--- config.mk ---
export PLATFORM = sky130hd
export DESIGN_NAME = lsre_stack
export DESIGN_NICKNAME = d
export VERILOG_FILES = /design/src/rtl/lalr_shift_reduce_engine_defines.svh /design/src/rtl/lsre_pkg.sv /design/src/rtl/lsre_stack.sv
export SDC_FILE = /design/constraint.sdc
export NUM_CORES = 1
export LEC_CHECK = 0
export BUFFER_PORTS_ARGS = -buffer_cell sky130_fd_sc_hd__buf_2
export CAP_MARGIN = 10
export CORE_MARGIN = 5
export CORE_UTILIZATION = 60
export DETAILED_ROUTE_END_ITERATION = 8
export GPL_TIMING_DRIVEN = 0
export PLACE_DENSITY = 0.76
export SYNTH_ARGS = -nofsm -noshare
export SYNTH_HDL_FRONTEND = slang
export SYNTH_SLANG_ARGS = --single-unit
export TNS_END_PERCENT = 50
--- constraint.sdc ---
create_clock -name clk_i -period 3.1 [get_ports clk_i]
set_clock_uncertainty 0.05 [all_clocks]
set_input_delay 0.62 -clock clk_i [delete_from_list [all_inputs] [get_ports clk_i]]
set_output_delay 0.62 -clock clk_i [all_outputs]
set_load 0.02 [all_outputs]
--- src/rtl/lalr_shift_reduce_engine_defines.svh ---
// Assertion macros shared by the shift-reduce engine RTL.
// No dependencies.
`ifndef LALR_SHIFT_REDUCE_ENGINE_DEFINES_SVH
`define LALR_SHIFT_REDUCE_ENGINE_DEFINES_SVH
// check that a condition implies a consequence in the same cycle
`define LSR_ASSERT_IMP(lbl, clk, rstn, a, c) \
  lbl: assert property (@(posedge clk) disable iff (!rstn) (a) |-> (c)) \
    else $error("assertion failed");
// check that a condition implies a consequence in the next cycle
`define LSR_ASSERT_NXT(lbl, clk, rstn, a, c) \
  lbl: assert property (@(posedge clk) disable iff (!rstn) (a) |=> (c)) \
    else $error("assertion failed");
`endif

--- src/rtl/lsre_pkg.sv ---
// Package for the shift-reduce engine: sizes, codes and shared types.
// No dependencies.
package lsre_pkg;
  localparam int STACK_DEPTH = 64;
  localparam int NUM_STATES = 256;
  localparam int NUM_TERMS = 64;
  localparam int NUM_NONTERMS = 64;
  localparam int NUM_RULES = 128;
  localparam int MAX_REDUCES = 63;
  localparam int SP_W = 7;
  localparam int SA_W = 6;
  localparam int ACT_AW = 14;
  localparam int GOTO_AW = 14;

  localparam logic [1:0] CMD_TOKEN = 2'd0;
  localparam logic [1:0] CMD_ACTION = 2'd1;
  localparam logic [1:0] CMD_GOTO = 2'd2;
  localparam logic [1:0] CMD_RULE = 2'd3;

  localparam logic [1:0] KIND_NONE = 2'd0;
  localparam logic [1:0] KIND_REDUCE = 2'd1;
  localparam logic [1:0] KIND_ACCEPT = 2'd2;

  localparam logic [2:0] EV_SHIFT = 3'd0;
  localparam logic [2:0] EV_REDUCE = 3'd1;
  localparam logic [2:0] EV_ACCEPT = 3'd2;
  localparam logic [2:0] EV_NOACT = 3'd3;
  localparam logic [2:0] EV_CONFLICT = 3'd4;
  localparam logic [2:0] EV_OVERFLOW = 3'd5;
  localparam logic [2:0] EV_UNDERFLOW = 3'd6;
  localparam logic [2:0] EV_LIMIT = 3'd7;

  typedef struct packed {
    logic [2:0] event_res;
    logic [7:0] new_state;
    logic [6:0] rule_used;
    logic [3:0] pop_count;
    logic [5:0] lhs_symbol;
    logic [6:0] stack_level;
    logic       last;
  } result_t;

  typedef struct packed {
    logic       act_we;
    logic       goto_we;
    logic       rule_we;
    logic [13:0] act_waddr;
    logic [13:0] goto_waddr;
    logic [6:0] rule_waddr;
    logic [8:0] shift_wdata;
    logic [8:0] reduce_wdata;
    logic [7:0] goto_wdata;
    logic [9:0] rule_wdata;
  } tbl_wr_t;
endpackage

--- src/rtl/lsre_stack.sv ---
// State stack memory with one write port and a registered read port.
// Depends on lsre_pkg.
module lsre_stack (
  input  logic        clk_i,
  input  logic        we_i,
  input  logic [5:0]  waddr_i,
  input  logic [7:0]  wdata_i,
  input  logic [5:0]  raddr_i,
  output logic [7:0]  rdata_o
);
  logic [7:0] mem [lsre_pkg::STACK_DEPTH];
  always_ff @(posedge clk_i) begin
    if (we_i) mem[waddr_i] <= wdata_i;
    rdata_o <= mem[raddr_i];
  end
endmodule
---- Word-level counts from Yosys, hierarchy flattened ----
Memories as Yosys holds them, arrays and structs flattened. A register that Yosys moved wholly into a read port is not among the register bits.
Index checks and enable logic that the tools add are counted.
storage, ports and cells
  bits in registers ....................... 0
  RAM bits ................................ 512
  memories ................................ 1
cells by class
  multiplexer cells ....................... 2
memory list
  memory  words  bits a word  rd ports  clocked after memory_dff  wr ports  RTL line          text
  mem     64     8            1         1                         1         lsre_stack.sv:11  logic [7:0] mem [lsre_pkg::STACK_DEPTH];
operators by type and width
  operator          number
  2-to-1 mux 1 bit  2

---- Longest topological paths before layout ----
  depth after elaboration ................. 2
  gate-level depth with buffers ........... 9
  gate-level depth less buffers ........... 5

---- Worst setup path after synthesis ----
No wires, ideal clock.
  path type ............................... input-to-reg
  from .................................... in raddr_i[1]
  to ...................................... reg rdata_o[3] (read register of mem)
  library setup time ...................... 0.128 ns
  data arrival time ....................... 2.160 ns
  required time ........................... 2.922 ns
  slack ................................... 0.762 ns
  stages on the path ...................... 7
  path buffers ............................ 3
  path through ............................ buf_4 buf_2 buf_2 mux4_2 mux4_2 o21ai_1 o41ai_1
RTL lines
  item             RTL line         text
  start, declared  lsre_stack.sv:8  input logic [5:0] raddr_i,
  end, declared    lsre_stack.sv:9  output logic [7:0] rdata_o

==> run summary <==
Counting flops with an async set or reset pin after synthesis yields a share of 0. For this design the ratio of total power to cell area is 647.4 nW/µm². The clock insertion delay at the later pin of the skew report is 0.57 ns. The number of enable-type register cells in the synthesized netlist is 512.

The via count came out at 10,030. In this run the cell area of the synthesized design comes to 20,170 µm². For flop-to-flop paths, the worst setup slack is 0.91 ns. The data required time of the worst path came out at 3.45 ns. The post-detailed-placement half-perimeter wirelength is 28.61 mm. The die width is 193.3 µm.

The final wirelength is 45.85 mm. The congestion estimate from routability-driven global placement came to 0.9332. The count of non-filler cells in the finished layout came out at 1,499. The number of instances on the worst hold path is 2. The endpoint identified for the worst register-to-register timing path is rdata_o[3].

Along the worst path, the maximum fanout reaches 10. The first-pass iteration count of the detailed router is 5. Synthesis produced a netlist whose cell count is 940. The part of the Yosys area used for sequential elements is 0.7703. In this run the critical register-to-register path is launched from mem[3][3]. The layout overhead on the synthesized area is 11.21%.

The number of nets with antenna violations after routing came out at 0. Clock-pin slew was measured on the worst setup and hold paths at 0.06 ns. The type of the tightest min-delay check is primary input to flop. After floorplanning, the core was sized to cover 33,360 µm². The predominant post-synthesis flop cell is edfxtp_1.

The worst setup path is captured at a flop. Dividing the detail-routed via count by the number of cells gives 6.692. The worst hold path terminates at rdata_o[5]. The Yosys warning count came out at 0.

The worst path needs 3.054 ns of the cycle, external delays included. The mean routed wirelength per cell came out at 30.59 µm. In this run the clock root is driven by a clkbuf_16.

Dividing the final minimum period by the clock period gives 0.9853. The distinct cell type count after synthesis is 40. The clock drives 520 sinks.

The residual DRC count is 0. Setup repair after global routing left no endpoint under its margin. After clock tree synthesis, the setup repair step added 0 buffers. IR analysis of the VDD net gives a maximum drop of 0.0004190 V.

The post-synthesis register bit count came out at 520. In the final layout, the share of cells above drive strength 1 is 0.2502. The launch instance of the worst min-delay path is raddr_i[5]. The number of input and output port buffers inserted is 21. Across every metal layer, demand over resource in global routing totals 0.2465. The total overflow reported by the global router came out at 0. The run finished with clean final reports. Entering global routing, the biggest net connects 65 pins. The average instance in the mapped netlist occupies 21.45 µm². The cell count after placement is 1,409.

The via count of the first global-routing pass is 9,928. The total setup violations reported at the end of the flow is 0. The count of endpoints failing hold in the final timing report is 0. TritonCTS built the clock tree. The worst setup path is launched from a primary input. The tool flagged a number of max-cap violations equal to 0. The antenna diode instance count came out at 0. The pre-CTS setup slack came out at -0.3922 ns. When the netlist entered floorplanning its net count stood at 962.

The critical path is of the primary input to flop type. The CTS buffer count came out at 50. The reported leakage power came out at 0.006996 µW. The number of antenna violations at the first check in global routing is 3.

The die covers 37,380 µm². The headroom to the max-slew limit is 0.1694. Measured on the finished design, the core utilization comes to 0.6722. Counting cells, the worst reg-to-reg path comes to 4. The data arrival time of the critical path came out at 3.40 ns. The die height came out at 193.3 µm. The count of cells resized by post-cts repair is 0. 30 I/O pins were placed. The global-route wire length before repair came out at 67.27 mm.

In this run the core area contains 67 standard-cell rows. The final critical-path setup slack is 0.04562 ns. The worst hold margin is 0.4303 ns.

The max-slew violation total from the final report was 0. The H-tree level count came out at 2. The maximum count of clock buffers along a single path came out at 3.

The violation count after the first detailed-route iteration is 1,471. The number of buffers inserted for hold repair after clock tree synthesis is 0. The transition time at the pin with the least slew margin came out at 1.246 ns.

The fill cell instance count of the final layout came out at 2,097. The achievable frequency came out at 327.4 MHz. The layout net count came out at 1,036. The initial standard-cell utilization of the core came out at 0.6044.
-- power by group --
group          leakage, µW  internal [µW]  switching, µW
Combinational      0.00154            274            500
Clock             0.000783           3460           2490
Sequential         0.00467           7790           14.1
Total              0.00700          11500           3000
-- critical path, stage by stage --
cell	delay, ns
buf_4	0.17
buf_2	0.41
buf_1	0.86
nand2_1	0.41
o221ai_1	0.30
nor2_1	0.13
nor3_1	0.28
o32ai_1	0.20
-- kinds of logic after synthesis --
group                  after synthesis  synth area share
DFF                                520            0.7703
muxes                              162            0.1594
and+or+nand+nor                    153           0.03387
AOI/OAI and AO/OA                   54           0.02072
buffers and inverters               51           0.01570
-- how the worst max path moves through the flow --
stage | from | end | slack (ns) | depth (start not counted)
floorplan | raddr_i[1] | rdata_o[3] | 0.76 | 7
global placement | raddr_i[2] | rdata_o[3] | -0.33 | 7
detailed placement | raddr_i[1] | rdata_o[4] | -0.39 | 8
CTS | raddr_i[1] | rdata_o[4] | 0.18 | 8
global route | raddr_i[1] | rdata_o[4] | 0.02 | 8
finish | raddr_i[1] | rdata_o[4] | 0.05 | 8
-- state kept, by name, summed over array words and instances, names as in the netlist --
signal and count:
mem 512, rdata_o 8
-- cell usage in the layout (no fill, tap or decap), types with 3 or more instances in the layout --
| cell | instances |
|---|---|
| nand3_1 | 13 |
| edfxtp_1 | 512 |
| nand2_1 | 19 |
| clkinv_2 | 10 |
| bufinv_16 | 5 |
| o221ai_1 | 8 |
| clkbuf_1 | 30 |
| buf_2 | 32 |
| clkinv_1 | 6 |
| a22oi_1 | 3 |
| a221oi_1 | 6 |
| nand3b_1 | 3 |
| mux2i_1 | 23 |
| dfxtp_1 | 8 |
| nand2b_1 | 7 |
| buf_1 | 4 |
| clkbuf_16 | 51 |
| o22ai_1 | 8 |
| nor3_1 | 7 |
| o2bb2ai_1 | 3 |
| o2111ai_1 | 3 |
| a211oi_1 | 4 |
| a21oi_1 | 3 |
| buf_6 | 4 |
| buf_4 | 13 |
| mux2_2 | 13 |
| nor2b_1 | 14 |
| nor2_1 | 83 |
| mux4_2 | 126 |
-- synthesized netlist by cell type (4+ instances only) --
master    count  area, µm²
edfxtp_1    512      15370
mux4_2      126       2838
nor2_1       83      311.6
mux2i_1      23      230.2
nand2_1      19      71.32
clkbuf_1     17      63.81
nor2b_1      14      87.58
buf_4        13      97.59
mux2_2       13      146.4
nand3_1      13      65.06
buf_2        11      55.05
dfxtp_1       8      160.2
o221ai_1      8      70.07
o22ai_1       8      50.05
nand2b_1      7      43.79
nor3_1        7      35.03
a221oi_1      6      52.55
a211oi_1      4      30.03
buf_1         4      15.01
buf_6         4      45.04
-- metrics by stage --
stage,setup TNS (ns),total power (µW),area (µm²)
floorplan,0,8374,20170
finish,0,14520,22430
detailed placement,-1.838,8713,20830
CTS,0,14560,22420
global placement,-1.440,8690,20830
global route,0,14920,22430
-- area by class of cell --
cell class / count / area (µm²) / area share
flip-flops and latches: 520 / 15530 / 0.6927
multi-input cells: 369 / 4315 / 0.1924
clock buffers: 65 / 1339 / 0.05969
well taps: 448 / 560.5 / 0.02499
plain buffers: 51 / 316.6 / 0.01411
clock inverters: 24 / 249.0 / 0.01110
repair buffers: 22 / 112.6 / 0.005021
-- per-layer routing --
layer | share of wire | wire, µm | track usage | up-vias
li1 | - | - | - | 4072
met3 | 0.11 | 4943 | 0.05671 | 105
met4 | 0.031 | 1413 | 0.07160 | 6
met1 | 0.39 | 18090 | 0.3702 | 5204
met2 | 0.47 | 21370 | 0.3738 | 644
met5 | 0.00074 | 34 | 0 | -
(Power assumes the default switching activity.)
